`src/design/cds_pkg.sv`:
```
package cds_pkg;

    localparam int YEAR_BITS  = 14;
    localparam int COUNT_BITS = 16;
    localparam int DAY_W      = 5;
    localparam int MON_W      = 4;

    localparam logic [YEAR_BITS-1:0] YEAR_MAX   = '1;
    localparam logic [YEAR_BITS-1:0] YEAR_RESET = YEAR_BITS'(2000);
    localparam logic [DAY_W-1:0]     DAY_FIRST  = DAY_W'(1);
    localparam logic [DAY_W-1:0]     DAY_LAST   = DAY_W'(31);
    localparam logic [MON_W-1:0]     MON_FIRST  = MON_W'(1);
    localparam logic [MON_W-1:0]     MON_LAST   = MON_W'(12);

    localparam logic [1:0] REQ_LOAD    = 2'd0;
    localparam logic [1:0] REQ_ADVANCE = 2'd1;
    localparam logic [1:0] REQ_BACK    = 2'd2;
    localparam logic [1:0] REQ_COMPARE = 2'd3;

    typedef struct packed {
        logic [1:0]           req_type;
        logic [DAY_W-1:0]     op_day;
        logic [MON_W-1:0]     op_month;
        logic [YEAR_BITS-1:0] op_year;
        logic [15:0]          day_count;
    } s_item_t;

    typedef struct packed {
        logic [DAY_W-1:0]     date_day;
        logic [MON_W-1:0]     date_month;
        logic [YEAR_BITS-1:0] date_year;
        logic                 date_valid;
        logic                 is_less;
        logic                 is_equal;
    } m_item_t;

    typedef struct packed {
        logic load_op;
        logic load_date;
        logic step_fwd;
        logic step_back;
        logic cnt_dec;
        logic cap_out;
    } cmd_t;

    typedef struct packed {
        logic in_count_zero;
        logic cnt_is_one;
        logic cnt_is_zero;
        logic back_ok;
    } sts_t;

    function automatic logic [DAY_W-1:0] month_len(input logic [MON_W:0] m,
                                                   input logic [YEAR_BITS-1:0] y);
        logic [DAY_W-1:0] len;
        case (m) inside
            5'd1, 5'd3, 5'd5, 5'd7, 5'd8, 5'd10, 5'd12: len = DAY_W'(31);
            5'd4, 5'd6, 5'd9, 5'd11:                    len = DAY_W'(30);
            5'd2:    len = (y[1:0] == 2'b00) ? DAY_W'(29) : DAY_W'(28);
            default: len = '0;
        endcase
        return len;
    endfunction

    function automatic logic date_ok(input logic [DAY_W:0] d, input logic [MON_W:0] m,
                                     input logic [YEAR_BITS-1:0] y);
        return (d != '0) && (d <= {1'b0, month_len(m, y)});
    endfunction

endpackage

```
`src/design/calendar_date_step.sv`:
```
// Calendar date counter: holds one date (day, month, year) and serves one
// request per transfer on the s_ channel: load, advance by day_count days,
// step back by day_count days, or compare against the operand date.
// Each request yields exactly one result transfer on the m_ channel with
// the stored date, its validity, and the compare flags (zero unless compare).
// Sequence: a request is taken while idle; advance then steps one day per
// iteration, and step back repeats its single-day walk, skipping invalid
// dates, until each day lands on a valid date. A final state then writes
// the result register. Load, compare and zero-count requests go straight
// from idle to that final state.
// The walk steps the date register through the one-day forward or back units.
// s_ready is low while a request is in progress; the next request is taken
// while a finished result still waits in the output register. When the
// receiver stalls, the next result holds in its final state until the
// output register frees. Synchronous active-low reset sets the date to
// 1 January 2000 and empties the output register.
module calendar_date_step (
    input  logic              aclk,
    input  logic              aresetn,
    input  logic              s_valid,
    output logic              s_ready,
    input  cds_pkg::s_item_t  s_item,
    output logic              m_valid,
    input  logic              m_ready,
    output cds_pkg::m_item_t  m_item
);
    import cds_pkg::*;

    cmd_t cmd;
    sts_t sts;

    cds_ctrl u_ctrl (
        .aclk       (aclk),
        .aresetn    (aresetn),
        .s_valid    (s_valid),
        .s_ready    (s_ready),
        .s_req_type (s_item.req_type),
        .m_valid    (m_valid),
        .m_ready    (m_ready),
        .cmd        (cmd),
        .sts        (sts)
    );

    cds_datapath u_datapath (
        .aclk    (aclk),
        .aresetn (aresetn),
        .s_item  (s_item),
        .m_item  (m_item),
        .cmd     (cmd),
        .sts     (sts)
    );

    a_cmd_exclusive: assert property (@(posedge aclk) disable iff (!aresetn)
        $onehot0({cmd.load_op, cmd.step_fwd, cmd.step_back, cmd.cap_out}))
        else $error("conflicting datapath commands");

    a_cap_slot_free: assert property (@(posedge aclk) disable iff (!aresetn)
        cmd.cap_out |-> (!m_valid || m_ready))
        else $error("result overwritten before transfer");

    a_busy_after_accept: assert property (@(posedge aclk) disable iff (!aresetn)
        (s_valid && s_ready) |=> !s_ready)
        else $error("request taken while previous in progress");

    a_cnt_nonzero: assert property (@(posedge aclk) disable iff (!aresetn)
        cmd.cnt_dec |-> !sts.cnt_is_zero)
        else $error("day counter underflow");

endmodule

```
`src/design/cds_ctrl.sv`:
```
module cds_ctrl (
    input  logic           aclk,
    input  logic           aresetn,
    input  logic           s_valid,
    output logic           s_ready,
    input  logic [1:0]     s_req_type,
    output logic           m_valid,
    input  logic           m_ready,
    output cds_pkg::cmd_t  cmd,
    input  cds_pkg::sts_t  sts
);
    import cds_pkg::*;

    typedef enum logic [3:0] {
        ST_IDLE = 4'b0001,
        ST_FWD  = 4'b0010,
        ST_BACK = 4'b0100,
        ST_FIN  = 4'b1000
    } state_t;

    state_t state_reg, state_next;
    logic   m_valid_reg, m_valid_next;

    assign s_ready = (state_reg == ST_IDLE);
    assign m_valid = m_valid_reg;

    always_comb begin
        state_next = state_reg;
        cmd        = '0;
        unique case (state_reg)
            ST_IDLE: begin
                if (s_valid) begin
                    cmd.load_op   = 1'b1;
                    cmd.load_date = (s_req_type == REQ_LOAD);
                    if (s_req_type == REQ_ADVANCE && !sts.in_count_zero) begin
                        state_next = ST_FWD;
                    end else if (s_req_type == REQ_BACK && !sts.in_count_zero) begin
                        state_next = ST_BACK;
                    end else begin
                        state_next = ST_FIN;
                    end
                end
            end
            ST_FWD: begin
                cmd.step_fwd = 1'b1;
                cmd.cnt_dec  = 1'b1;
                if (sts.cnt_is_one) begin
                    state_next = ST_FIN;
                end
            end
            ST_BACK: begin
                cmd.step_back = 1'b1;
                if (sts.back_ok) begin
                    cmd.cnt_dec = 1'b1;
                    if (sts.cnt_is_one) begin
                        state_next = ST_FIN;
                    end
                end
            end
            ST_FIN: begin
                if (!m_valid_reg || m_ready) begin
                    cmd.cap_out = 1'b1;
                    state_next  = ST_IDLE;
                end
            end
            default: state_next = ST_IDLE;
        endcase
    end

    always_comb begin
        m_valid_next = m_valid_reg;
        if (m_ready) begin
            m_valid_next = 1'b0;
        end
        if (cmd.cap_out) begin
            m_valid_next = 1'b1;
        end
    end

    always_ff @(posedge aclk) begin
        if (!aresetn) begin
            state_reg   <= ST_IDLE;
            m_valid_reg <= 1'b0;
        end else begin
            state_reg   <= state_next;
            m_valid_reg <= m_valid_next;
        end
    end

endmodule

```
`src/design/cds_datapath.sv`:
```
module cds_datapath (
    input  logic              aclk,
    input  logic              aresetn,
    input  cds_pkg::s_item_t  s_item,
    output cds_pkg::m_item_t  m_item,
    input  cds_pkg::cmd_t     cmd,
    output cds_pkg::sts_t     sts
);
    import cds_pkg::*;

    logic [DAY_W-1:0]      cur_day_reg, cur_day_next;
    logic [MON_W-1:0]      cur_month_reg, cur_month_next;
    logic [YEAR_BITS-1:0]  cur_year_reg, cur_year_next;

    logic [1:0]            req_reg;
    logic [DAY_W-1:0]      op_day_reg;
    logic [MON_W-1:0]      op_month_reg;
    logic [YEAR_BITS-1:0]  op_year_reg;
    logic [COUNT_BITS-1:0] cnt_reg;
    m_item_t               out_reg, out_next;

    logic [DAY_W:0]        fwd_day_inc;
    logic [MON_W:0]        fwd_mon_inc;
    logic [DAY_W-1:0]      fwd_day, back_day;
    logic [MON_W-1:0]      fwd_month, back_month;
    logic [YEAR_BITS-1:0]  fwd_year, back_year;
    logic                  cmp_less, cmp_equal;

    // one day forward
    always_comb begin
        fwd_day_inc = {1'b0, cur_day_reg} + 1'b1;
        fwd_mon_inc = {1'b0, cur_month_reg} + 1'b1;
        fwd_year    = cur_year_reg;
        if (date_ok(fwd_day_inc, {1'b0, cur_month_reg}, cur_year_reg)) begin
            fwd_day   = fwd_day_inc[DAY_W-1:0];
            fwd_month = cur_month_reg;
        end else if (date_ok({{DAY_W{1'b0}}, 1'b1}, fwd_mon_inc, cur_year_reg)) begin
            fwd_day   = DAY_FIRST;
            fwd_month = fwd_mon_inc[MON_W-1:0];
        end else begin
            fwd_day   = DAY_FIRST;
            fwd_month = MON_FIRST;
            if (cur_year_reg != YEAR_MAX) begin
                fwd_year = cur_year_reg + 1'b1;
            end
        end
    end

    // one step back; repeated until the date is valid
    always_comb begin
        back_day   = cur_day_reg - 1'b1;
        back_month = cur_month_reg;
        back_year  = cur_year_reg;
        if (cur_day_reg <= DAY_FIRST) begin
            back_day = DAY_LAST;
            if (cur_month_reg <= MON_FIRST) begin
                back_month = MON_LAST;
                if (cur_year_reg != '0) begin
                    back_year = cur_year_reg - 1'b1;
                end
            end else begin
                back_month = cur_month_reg - 1'b1;
            end
        end
    end

    always_comb begin
        if (cur_year_reg != op_year_reg) begin
            cmp_less = (cur_year_reg < op_year_reg);
        end else if (cur_month_reg != op_month_reg) begin
            cmp_less = (cur_month_reg < op_month_reg);
        end else begin
            cmp_less = (cur_day_reg < op_day_reg);
        end
        cmp_equal = (cur_year_reg == op_year_reg) && (cur_month_reg == op_month_reg)
                    && (cur_day_reg == op_day_reg);
    end

    always_comb begin
        cur_day_next   = cur_day_reg;
        cur_month_next = cur_month_reg;
        cur_year_next  = cur_year_reg;
        if (cmd.load_date) begin
            cur_day_next   = s_item.op_day;
            cur_month_next = s_item.op_month;
            cur_year_next  = s_item.op_year;
        end else if (cmd.step_fwd) begin
            cur_day_next   = fwd_day;
            cur_month_next = fwd_month;
            cur_year_next  = fwd_year;
        end else if (cmd.step_back) begin
            cur_day_next   = back_day;
            cur_month_next = back_month;
            cur_year_next  = back_year;
        end
    end

    always_comb begin
        out_next            = out_reg;
        out_next.date_day   = cur_day_reg;
        out_next.date_month = cur_month_reg;
        out_next.date_year  = cur_year_reg;
        out_next.date_valid = date_ok({1'b0, cur_day_reg}, {1'b0, cur_month_reg},
                                      cur_year_reg);
        out_next.is_less    = (req_reg == REQ_COMPARE) && cmp_less;
        out_next.is_equal   = (req_reg == REQ_COMPARE) && cmp_equal;
    end

    always_ff @(posedge aclk) begin
        if (!aresetn) begin
            cur_day_reg   <= DAY_FIRST;
            cur_month_reg <= MON_FIRST;
            cur_year_reg  <= YEAR_RESET;
        end else begin
            cur_day_reg   <= cur_day_next;
            cur_month_reg <= cur_month_next;
            cur_year_reg  <= cur_year_next;
        end
    end

    always_ff @(posedge aclk) begin
        if (cmd.load_op) begin
            req_reg      <= s_item.req_type;
            op_day_reg   <= s_item.op_day;
            op_month_reg <= s_item.op_month;
            op_year_reg  <= s_item.op_year;
            cnt_reg      <= s_item.day_count[COUNT_BITS-1:0];
        end else if (cmd.cnt_dec) begin
            cnt_reg <= cnt_reg - 1'b1;
        end
        if (cmd.cap_out) begin
            out_reg <= out_next;
        end
    end

    assign sts.in_count_zero = (s_item.day_count[COUNT_BITS-1:0] == '0);
    assign sts.cnt_is_one    = (cnt_reg == COUNT_BITS'(1));
    assign sts.cnt_is_zero   = (cnt_reg == '0);
    assign sts.back_ok       = date_ok({1'b0, back_day}, {1'b0, back_month}, back_year);

    assign m_item = out_reg;

endmodule
```
`config.mk`:
```
export PLATFORM = sky130hd
export DESIGN_NAME = calendar_date_step
export DESIGN_NICKNAME = d
export VERILOG_FILES = /design/src/design/cds_pkg.sv /design/src/design/calendar_date_step.sv /design/src/design/cds_ctrl.sv /design/src/design/cds_datapath.sv
export SDC_FILE = /design/constraint.sdc
export NUM_CORES = 1
export LEC_CHECK = 0
export BUFFER_PORTS_ARGS = -buffer_cell sky130_fd_sc_hd__buf_4
export CORE_ASPECT_RATIO = 1.75
export CORE_MARGIN = 2
export CORE_UTILIZATION = 41
export DETAILED_ROUTE_END_ITERATION = 10
export PLACE_DENSITY = 0.57
export SLEW_MARGIN = 20
export SYNTH_ARGS = -nofsm -noshare
export SYNTH_HDL_FRONTEND = slang
export SYNTH_SLANG_ARGS = --single-unit
```
`constraint.sdc`:
```
create_clock -name aclk -period 5.1 [get_ports aclk]
set_input_delay 0.765 -clock aclk [delete_from_list [all_inputs] [get_ports aclk]]
set_output_delay 0.765 -clock aclk [all_outputs]
set_load 0.02 [all_outputs]
```
# --- Word-level counts from Yosys, hierarchy flattened ---
# Cells that the tools add are included.
word_totals:
  wordCells: 179
  in_bits: 45
  output_inout_bits: 28
  register_bits: 95
op_classes:
  n_addsub: 7
  n_eq_ne: 56
  reduce_logical: 36
  n_mux: 54
  magnitude_cmp: 9
ops:
  columns: ["operator", "count"]
  rows:
  - ["14-bit 2-to-1 mux", 9]
  - ["5-bit 2-to-1 mux", 15]
  - ["4-bit 2-to-1 mux", 13]
  - ["4-bit == test (second input constant)", 11]
  - ["4-bit by 3-bit == test with 1-bit output (second input constant)", 9]
  - ["16-bit 2-to-1 mux", 2]
  - ["5-bit by 4-bit == test with 1-bit output (second input constant)", 5]
  - ["7-bit OR reduction", 3]
  - ["4-bit by 2-bit == test with 1-bit output (second input constant)", 5]
  - ["5-bit by 3-bit == test with 1-bit output (second input constant)", 4]
  - ["16-bit by 1-bit == test with 1-bit output (second input constant)", 1]
  - ["16-bit zero test", 1]
  - ["4-bit one-hot mux with 4 select lines", 1]
  - ["16-bit by 1-bit subtractor with 16-bit output (second input constant)", 1]
  - ["14-bit by 1-bit adder with 14-bit output (second input constant)", 1]
  - ["14-bit == test", 1]
  - ["14-bit less-than comparator", 1]
  - ["14-bit != test", 1]
  - ["14-bit != test (second input constant)", 1]
  - ["14-bit nonzero test", 1]
  - ["14-bit by 1-bit subtractor with 14-bit output (second input constant)", 1]
  - ["4-bit by 1-bit == test with 1-bit output (second input constant)", 3]
  - ["3-bit nonzero test", 4]
  - ["4-bit OR reduction", 3]
  - ["36 further kinds", 65]

# --- Longest topological paths before layout ---
# Gate-level depths: netlist of the first run.
logic_depth:
  ltp_word: 15
  mapped_depth: 16
  depth_no_buf: 15

# --- Cells and area by module ---
# From an unflattened synthesis of the first run, not the netlist that was laid out.
hier_totals:
  hier_cells: 688
  hier_area_um2: 6543.8
modules_own_cells:
  columns: ["module", "cells_each", "n_inst", "seq_area_each_um2", "area_each_um2"]
  rows:
  - ["cds_datapath", 639, 1, 2472.4, 6110.9]
  - ["cds_ctrl", 49, 1, 100.1, 432.9]

# --- Least setup slack after synthesis of the first run ---
# Ideal clock, no wire load.
synth_timing:
  kind: "register to register"
  from: "register u_datapath.cur_month_reg[0]"
  to: "register u_datapath.cnt_reg[0] (enable)"
  path_stages_with_launch: 15
  required_ns: 4.725
  synth_period_minus_slack_ns: 4.007
  setup_slack_ns: 1.093
  setup_time_ns: 0.375
  n_path_buf: 1
  arrival_time_ns: 3.632
  path_cell_list: "dfxtp_1 -> clkbuf_1 -> inv_1 -> ha_1 -> o21ai_0 -> nand2_1 -> a211oi_1 -> nand2b_1 -> o21ai_0 -> ha_1 -> a211oi_1 -> a21oi_1 -> nor2_1 -> nand2_1 -> nand3_1"
synth_between:
  elab_chain_len: 13
  elab_cells_between_ends: 30
  cone_classes: "add/sub: 1; order compare: 2; eq/ne: 12; mux: 10; reduce/logical: 5"
synth_rtl:
  columns: ["item", "line", "text"]
  rows:
  - ["start: declaration", "cds_datapath.sv:12", "logic [MON_W-1:0] cur_month_reg, cur_month_next;"]
  - ["start signal: assignment", "cds_datapath.sv:116", "cur_month_reg <= cur_month_next;"]
  - ["branches (longest 7 deep; another with 4-bit by 1-bit subtractor with 4-bit output)", null, null]
  - ["5-bit 2-to-1 mux (*)", "cds_pkg.sv:56", "case (m) inside"]
  - ["5-bit <= comparator (*)", "cds_pkg.sv:67", "return (d != '0) && (d <= {1'b0, month_len(m, y)});"]
  - ["1-bit logical AND (*)", "cds_pkg.sv:67", null]
  - ["1-bit 2-to-1 mux (*)", "cds_ctrl.sv:53", "if (sts.back_ok) begin"]
  - ["1-bit one-hot mux with 2 select lines (*)", "cds_ctrl.sv:30", "unique case (state_reg)"]
  - ["2-bit nonzero test (no source line) (*)", null, null]
  - ["end signal: assignment", "cds_datapath.sv:127", "cnt_reg <= s_item.day_count[COUNT_BITS-1:0];"]
  - ["end signal: assignment", "cds_datapath.sv:129", "cnt_reg <= cnt_reg - 1'b1;"]
  - ["end: declaration", "cds_datapath.sv:19", "logic [COUNT_BITS-1:0] cnt_reg;"]
# Mark *: on every way between the ends. The select of a mux whose other input is x is not followed.
# A chain may end at the register's enable or synchronous reset.

# --- Worst setup path after layout of the first run ---
layout_timing:
  from: "register u_datapath.cur_month_reg[0]"
  to: "register u_datapath.cnt_reg[13] (enable)"
# The elaborated chain is that of the path after synthesis.

==> impl_metrics.yaml, run 1 <==
power:
  p_leak_nw: 2.792
  ir_drop_uv: 179.0
  power_density_nw_per_um2: 338.4
route:
  drc: 0
  drtIter0Drc: 371
  dr.pass1.iters: 5
  vias: 5422
  ant_nets: 0
  wl_per_cell_um: 18.91
  vias_per_cell: 5.952
  drt_wl_total_um: 17230
yosys:
  synth.cell_area_um2: 6237
  synth_top_flop_cell: "edfxtp_1"
  synth-edff-count: 67
  synth_warnings: 0
  ys_ff_latch: 95
  synth.top_cell.area_share: 0.3226
  avgSynthCellArea_um2: 9.365
  netlist_instances: 666
  async_reset_ff_frac: 0
  synth-seq-area-share: 0.4124
  synth_cell_types: 70
  ys_top_cells_by_area: "edfxtp_1 (32%), ha_1 (11%), dfxtp_1 (9.0%), o21ai_0 (4.0%), nand2_1 (3.6%)"
  syn_nets: 765
  yosys.area.top_type: "edfxtp_1"
place:
  port_buffers: 72
  globalplace.congestion: 0.8955
  dp_cells: 895
  post-dp-hpwl_um: 12780
setup_path:
  cp-end-kind: "register"
  path_class: "register to register"
  crit_required_ps: 5140
  cpPeakStageDelay_ps: 600
  worst-path-buf-inv: 2
  crit_slowest_cell: "dfxtp_1"
  crit_fanout: 16
  crit_start: "u_datapath.cur_month_reg[0]$_SDFFE_PN1P_"
  r2r-start: "u_datapath.cur_month_reg[0]$_SDFFE_PN1P_"
  cpLargestDelayFamily: "compound AO/OA/AOI/OAI gates"
  arrival_ps: 4630
  path_cells: "inv_1, ha_1, o21ai_0, nand2_1, a211oi_1, nand2b_1, o21ai_0, ha_1, a211oi_1, a21oi_1, nor2_1, nand2_1, nand3_1, buf_4"
  cp-start-kind: "register"
floorplan:
  dieArea_um2: 16250
  ioPinCount: 73
  initial_utilization: 0.4183
  core.rowCount: 59
  core-area_um2: 14910
  die_w_um: 97.24
  fp.dieH_um: 167.2
global_routing:
  grt-ovfl-total: 0
  grt_max_degree: 34
  grt_pass1_wl_um: 27250
  grt_pass1_vias: 5309
  antenna_found_initial: 0
  grtUsageTotal: 0.2092
final_layout:
  area_growth_pct: 15.55
  final_cells: 911
  drive_gt1_frac: 0.1566
  n_fill_cell: 1436
  largest_reg_flops: 26
  final_nets: 822
  diodes: 0
clock_tree:
  clock_path_buffers: 2
  cts_root_buf: "clkbuf_16"
  htreeDepth: 3
  clock-sinks: 95
  clk_latency_ps: 360
  postCtsSetupRepairBufs: 0
  cts_tree: "done"
  cts_made_buffers: 9
  path_clk_slew_ps: 80
sta:
  worstMarginPinSlew_ps: 895.0
  hold_viol: 0
  slew_headroom: 0.4027
  clock_skew_ps: 10.16
  fin_crit_ps: 4589
  rsz0062_at_grt: "no"
  setup_viol: 0
  final.period_utilization: 0.8997
  fmax_mhz: 217.9
  setup_tns_ps: 0
  slew_viol_final: 0
min_path:
  min_path_type: "register to register"
  min_from: "u_ctrl.state_reg[3]$_SDFFE_PN0P_"
flow_run:
  drv_cap: 0
outcome:
  status: "complete, no violations"
area by class of cell:
class | instances | area [µm²] | area share
repair buffers | 81 | 608.1 | 0.08437
flip-flops and latches | 95 | 2572 | 0.3569
clock inverters | 6 | 51.30 | 0.007118
well taps | 183 | 229.0 | 0.03177
clock buffers | 10 | 229.0 | 0.03177
inverters | 39 | 146.4 | 0.02031
multi-input cells | 497 | 3371 | 0.4677
where the power goes:
| part | switching [W] | internal [W] |
|---|---|---|
| combinational | 0.000445 | 0.000310 |
| sequential | 0.0000878 | 0.000930 |
| clock | 0.000327 | 0.000340 |
| total | 0.000859 | 0.00158 |
tightest hold or removal path: stages (launching register included):
cell and delay [ps]:
dfxtp_1 370, inv_1 90, a211oi_1 60
cells in the final DEF, fill, tap and decap left out, types with 3 or more instances in the layout:
master and instances:
a31oi_1 8, buf_4 81, a311oi_1 4, and3_1 7
o31ai_1 7, o221ai_1 3, a211oi_1 8, clkbuf_16 9
nand2_1 60, nand2b_1 7, o21bai_1 3, a2111oi_0 3
xnor2_1 17, a21oi_1 37, o21a_1 6, inv_1 39
or3_1 8, or4_1 5, o21ai_0 50, nor3_1 21
nor2b_1 12, o31a_1 3, inv_6 3, nand3_1 15
nand4_1 12, a221oi_1 4, a22oi_1 5, dfxtp_1 28
xor2_1 12, edfxtp_1 67, o211ai_1 14, nor4_1 13
ha_1 54, nor2_1 50
logic make-up (layout without fill, tap and decap cells):
| logic type | count (synthesis) | after routing | synth area share |
|---|---|---|---|
| flip-flops | 95 | 95 | 0.4124 |
| XOR/XNOR | 29 | 29 | 0.04072 |
| buffers and inverters | 74 | 136 | 0.04855 |
| AND/OR/NAND/NOR | 230 | 230 | 0.1930 |
| multiplexers | 1 | 1 | 0.001605 |
| adder cells (fa/ha/maj) | 54 | 54 | 0.1083 |
| AO/OA/AOI/OAI | 183 | 183 | 0.1954 |
repair_timing:
item                       CTS  global route
resized for setup            0             1
setup endpoints to repair    0             1
hold buffers                 0             0
final timing paths:
check	to	slack, ps	depth (start not counted)
hold / removal	u_ctrl.state_reg[3]$_SDFFE_PN0P_	560	2
setup / recovery	u_datapath.cnt_reg[13]$_DFFE_PP_	510	14
hold reg to reg	u_ctrl.state_reg[3]$_SDFFE_PN0P_	560	2
setup reg to reg	u_datapath.cnt_reg[13]$_DFFE_PP_	510	14
Yosys cell counts, types with 8 or more instances:
cell and number:
nand3_1 15, o211ai_1 14, a21oi_1 37, inv_1 39
xor2_1 12, nand2_1 60, a211oi_1 8, nor2b_1 13
a31oi_1 8, or3_1 8, nor2_1 50, edfxtp_1 67
dfxtp_1 28, clkbuf_1 27, nand4_1 12, nor3_1 21
ha_1 54, xnor2_1 17, nor4_1 13, o21ai_0 50
layer usage:
layer  GRT usage  share of wire  wire (µm)
met3     0.02755          0.045        772
met1      0.2358           0.39       6676
met4     0.09601          0.039        668
met2      0.3877           0.53       9109
met5           0              0          0
stage by stage:
stage            util  hold WS (ps)  instance area (µm²)  setup WS [ps]  total power (W)
2_1_floorplan       -         428.8                 6237           1093         0.001545
3_3_place_gp   0.4645         535.5                 6927          774.4         0.001755
6_report       0.4833         556.2                 7207          511.3         0.002439
4_1_cts        0.4833         557.3                 7207          482.7         0.002445
5_1_grt        0.4833         589.9                 7207          160.9         0.002575
3_5_place_dp   0.4645         544.4                 6927          515.2         0.001781
Note: power is estimated with default switching activity, not from simulation.
==> run 2: changes to the inputs <==
==> constraint.sdc (replaced) <==
create_clock -name aclk -period 4.4 [get_ports aclk]
set_input_delay 0.66 -clock aclk [delete_from_list [all_inputs] [get_ports aclk]]
set_output_delay 0.66 -clock aclk [all_outputs]
set_load 0.02 [all_outputs]
==> impl_metrics.yaml, run 2 (synthesized netlist as in run 1, its figures left out) <==
clock_tree:
  clock_path_buffers: 2
  cts_tree: "done"
  path_clk_slew_ps: 70
  clk_latency_ps: 350
  htreeDepth: 3
  cts_made_buffers: 9
  ctsHoldBuffers: 0
  clock-sinks: 95
  postCtsSetupRepairBufs: 0
  cts_resized: 0
  cts_root_buf: "clkbuf_16"
power:
  combPwrFrac: 0.319
  clkPwrFrac: 0.294
  intPower_w: 0.001979
  p_leak_nw: 2.910
  power_density_nw_per_um2: 401.4
  p_seq_frac: 0.388
  ir_drop_uv: 245.8
  switching_share: 0.3347
  p_sw_w: 0.0009953
global_routing:
  grt-ovfl-total: 0
  busiest_layer: "met2"
  grt_max_degree: 32
  use_met3: 0.02588
  grt_pass1_vias: 5624
  antenna_found_initial: 0
  grtUsageTotal: 0.2224
  grt_pass1_wl_um: 28880
  use_met1: 0.2421
  grt_util_met2: 0.4209
final_layout:
  drive_gt1_frac: 0.1780
  n_fill_cell: 1436
  final_nets: 841
  final_common_cell: "buf_4"
  largest_reg_flops: 26
  multi_input_area_um2: 3371
  finish.utilization: 0.4968
  diodes: 0
  final_cell_mix: "buf_4 (99), edfxtp_1 (67), nand2_1 (60), ha_1 (54)"
  regArea_um2: 2572
  area_growth_pct: 18.78
sta:
  setup_viol: 0
  fmax_mhz: 253.2
  slew_viol_final: 0
  final.period_utilization: 0.8975
  rsz0062_at_grt: "no"
  clock_skew_ps: 8.737
  setup_tns_ps: 0
  fin_crit_ps: 3949
  slew_headroom: 0.5411
  worstMarginPinSlew_ps: 683.2
  hold_viol: 0
setup_path:
  rr_worst_depth: 14
  cp-end-kind: "register"
  path_class: "register to register"
  cp-start-kind: "register"
  crit_fanout: 16
  arrival_ps: 4010
  crit_required_ps: 4460
place:
  post-dp-hpwl_um: 13520
  globalplace.congestion: 0.9087
  port_buffers: 72
route:
  dr.pass1.iters: 5
  vias: 5538
  vias_per_cell: 5.955
  drtIter0Drc: 361
  ant_nets: 0
  drc: 0
  wl_per_cell_um: 19.36
  drt_wl_total_um: 18000
outcome:
  status: "complete, no violations"
min_path:
  whs_path_depth: 1
  min_path_type: "primary input to register"
floorplan:
  dieArea_um2: 16250
  fp.dieH_um: 167.2
  die_w_um: 97.24
  ioPinCount: 73
  core.rowCount: 59
  core-area_um2: 14910
  initial_utilization: 0.4183
flow_run:
  drv_cap: 0
==> run 2: power groups by stage <==
stage               Sequential [W]  Clock, W  Combinational [W]
global placement           0.00117         0           0.000912
floorplan                  0.00116         0           0.000627
CTS                        0.00115  0.000890           0.000944
finish                     0.00115  0.000873           0.000947
detailed placement         0.00117         0           0.000936
global route               0.00117  0.000921            0.00106
==> run 2: area by class of cell <==
class,instances,share of cell area
multi-input combinational,497,0.4550
sequential,95,0.3472
timing repair buffer,100,0.1030
clock buffer,10,0.03091
tap,183,0.03091
inverter,39,0.01976
clock inverter,6,0.01317
==> run 2: routing by layer <==
layer / vias up / wire (µm)
met5: - / 0
met4: 0 / 804
met3: 53 / 677
met2: 172 / 9829
met1: 2671 / 6691
li1: 2642 / -
==> run 2: worst max-delay path: stages (launching register included) <==
cell and delay [ps]:
dfxtp_1 580, inv_1 250, ha_1 330, o21ai_0 250, nand2_1 100, a211oi_1 490, nand2b_1 130, o21ai_0 350
ha_1 340, a211oi_1 230, a21oi_1 140, nor2_1 100, nand2_1 70, nand3_1 120, buf_12 170
==> run 2: through the flow <==
stage | std cells | instance area, µm² | worst slack (ps) | total power (W) | hold WS, ps
3_3_place_gp | 914 | 7082 | 697.9 | 0.002080 | 537.2
3_5_place_dp | 914 | 7082 | 494.3 | 0.002109 | 550.2
2_1_floorplan | 666 | 6237 | 392.7 | 0.001790 | 428.8
5_1_grt | 930 | 7408 | 61.54 | 0.003144 | 489.4
6_report | 930 | 7408 | 450.9 | 0.002974 | 500.4
4_1_cts | 930 | 7408 | 469.1 | 0.002987 | 491.5
==> run 2: path summary, 6_finish.rpt <==
check | start | endpoint | slack (ps)
setup / recovery | u_datapath.cur_month_reg[0]$_SDFFE_PN1P_ | u_datapath.cnt_reg[9]$_DFFE_PP_ | 450
hold / removal | s_item[25] | u_datapath.op_year_reg[9]$_DFFE_PP_ | 500
setup reg to reg | u_datapath.cur_month_reg[0]$_SDFFE_PN1P_ | u_datapath.cnt_reg[9]$_DFFE_PP_ | 450
hold reg to reg | u_ctrl.state_reg[3]$_SDFFE_PN0P_ | u_ctrl.state_reg[3]$_SDFFE_PN0P_ | 560
==> run 3: changes to the inputs <==
--- a/config.mk
+++ b/config.mk
@@ -7,11 +7,12 @@
 export LEC_CHECK = 0
 export BUFFER_PORTS_ARGS = -buffer_cell sky130_fd_sc_hd__buf_4
 export CORE_ASPECT_RATIO = 1.75
-export CORE_MARGIN = 2
+export CORE_MARGIN = 8
 export CORE_UTILIZATION = 41
 export DETAILED_ROUTE_END_ITERATION = 10
 export PLACE_DENSITY = 0.57
 export SLEW_MARGIN = 20
 export SYNTH_ARGS = -nofsm -noshare
 export SYNTH_HDL_FRONTEND = slang
+export SYNTH_HIERARCHICAL = 1
 export SYNTH_SLANG_ARGS = --single-unit
==> impl_metrics.yaml, run 3 <==
setup_path:
  arrival_ps: 4100
  cp-start-kind: "register"
  path_class: "register to register"
  crit_fanout: 9
  crit_required_ps: 4450
  cp-end-kind: "register"
final_layout:
  final_cell_mix: "buf_4 (103), edfxtp_1 (67), ha_1 (54), nand2_1 (53), inv_1 (43)"
  n_fill_cell: 1503
  regArea_um2: 2572
  diodes: 0
  area_growth_pct: 18.23
  largest_reg_flops: 26
  drive_gt1_frac: 0.1946
  multi_input_area_um2: 3665
  finish.utilization: 0.4918
  final_nets: 865
  final_cells: 960
  final_common_cell: "buf_4"
power:
  combPwrFrac: 0.375
  switching_share: 0.3526
  clkPwrFrac: 0.258
  ir_drop_uv: 201.9
  p_seq_frac: 0.366
  intPower_w: 0.002107
  power_density_nw_per_um2: 420.9
  p_leak_nw: 3.142
  p_sw_w: 0.001148
sta:
  slew_viol_final: 0
  final.period_utilization: 0.9208
  holdWs_ps: 498.4
  slew_headroom: 0.3561
  clock_skew_ps: 6.635
  worstMarginPinSlew_ps: 958.5
  fin_crit_ps: 4052
  hold_viol: 0
  fmax_mhz: 246.8
  setup_viol: 0
  setup_tns_ps: 0
route:
  drc: 0
  vias_per_cell: 5.925
  wl_per_cell_um: 22.03
  drt_wl_total_um: 21150
  ant_nets: 0
  drtIter0Drc: 248
  vias: 5688
  dr.pass1.iters: 4
floorplan:
  dieArea_um2: 20410
  die_w_um: 111.5
  initial_utilization: 0.4160
  fp.dieH_um: 183.1
  core-area_um2: 15720
  core.rowCount: 61
  ioPinCount: 73
global_routing:
  grt_pass1_vias: 5997
  grt_pass1_wl_um: 33020
  antenna_found_initial: 0
  grt_max_degree: 58
  grtUsageTotal: 0.2067
  grt-ovfl-total: 0
clock_tree:
  clock-sinks: 95
  clk_latency_ps: 350
  postCtsSetupRepairBufs: 0
  cts_made_buffers: 9
  htreeDepth: 3
  path_clk_slew_ps: 70
  cts_resized: 0
  cts_tree: "done"
  cts_root_buf: "clkbuf_16"
  ctsHoldBuffers: 0
  clock_path_buffers: 2
place:
  port_buffers: 72
  post-dp-hpwl_um: 16260
  dp_cells: 943
  globalplace.congestion: 0.9403
min_path:
  min_path_type: "primary input to register"
yosys:
  syn_nets: 786
  synth.cell_area_um2: 6540
  synth_warnings: 6
  avgSynthCellArea_um2: 9.520
  netlist_instances: 687
flow_run:
  drv_cap: 0
outcome:
  status: "complete, no violations"
-- run 3: changes by cell type in the layout (fill, tap and decap cells not counted), moves of 6 or more --
cell	before	now
a211oi_1	8	2
a21o_1	2	12
a21oi_1	37	29
mux2i_1	1	9
nand2_1	60	53
nor2_1	50	42
o21ai_0	50	36
-- run 3: layer usage --
metal | track usage | part of all wire
met5 | 0 | 0
met4 | 0.1416 | 0.063
met3 | 0.02617 | 0.024
met2 | 0.4099 | 0.56
met1 | 0.1876 | 0.35
-- run 3: critical path, cell delays in order, from the launching register on --
cell and delay [ps]:
dfxtp_1 400, inv_2 130, ha_1 210, or3b_2 480, nor4_2 270, nor2_1 130
o31ai_1 290, a211oi_1 130, a21oi_1 150, ha_1 150, nor2b_1 40, o21a_1 160
o21ai_0 160, nand2b_1 70, a21oi_1 140, o32a_1 190, nand3b_1 110, a211oi_2 320
or2_4 250
-- run 3: cell type report --
class                           count  area share
Multi-Input combinational cell    513      0.4739
Sequential cell                    95      0.3327
Timing Repair Buffer              103      0.1000
Clock buffer                       14     0.03689
Tap cell                          189     0.03058
Inverter                           44     0.02136
Clock inverter                      2    0.004531
-- run 3: final timing paths --
path                                            from                              endpoint  slack [ps]  cells past startpoint
max          u_datapath/cur_year_reg[0]$_SDFFE_PN0P_      u_datapath/cnt_reg[11]$_DFFE_PP_         350                     18
min                                       s_item[28]  u_datapath/op_year_reg[12]$_DFFE_PP_         500                      1
max reg2reg  u_datapath/cur_year_reg[0]$_SDFFE_PN0P_      u_datapath/cnt_reg[11]$_DFFE_PP_         350                     18
min reg2reg  u_datapath/cur_year_reg[6]$_SDFFE_PN1P_        u_datapath/m_item[9]$_DFFE_PP_         550                      0
-- run 3: metrics by stage --
step | setup WS (ps) | cell area [µm²] | total power [W]
6_report | 348.3 | 7732 | 0.003255
5_1_grt | -2.333 | 7732 | 0.003444
4_1_cts | 177.2 | 7711 | 0.003261
3_5_place_dp | 205.7 | 7391 | 0.002410
3_3_place_gp | 277.4 | 7383 | 0.002374
2_1_floorplan | 530.8 | 6540 | 0.002002
-- run 3: power by group through the flow --
| stage | registers (W) | clock network [W] | logic [W] |
|---|---|---|---|
| floorplan | 0.00118 | 0 | 0.000821 |
| global placement | 0.00120 | 0 | 0.00117 |
| detailed placement | 0.00121 | 0 | 0.00120 |
| CTS | 0.00119 | 0.000864 | 0.00121 |
| global route | 0.00121 | 0.000896 | 0.00134 |
| finish | 0.00119 | 0.000841 | 0.00122 |
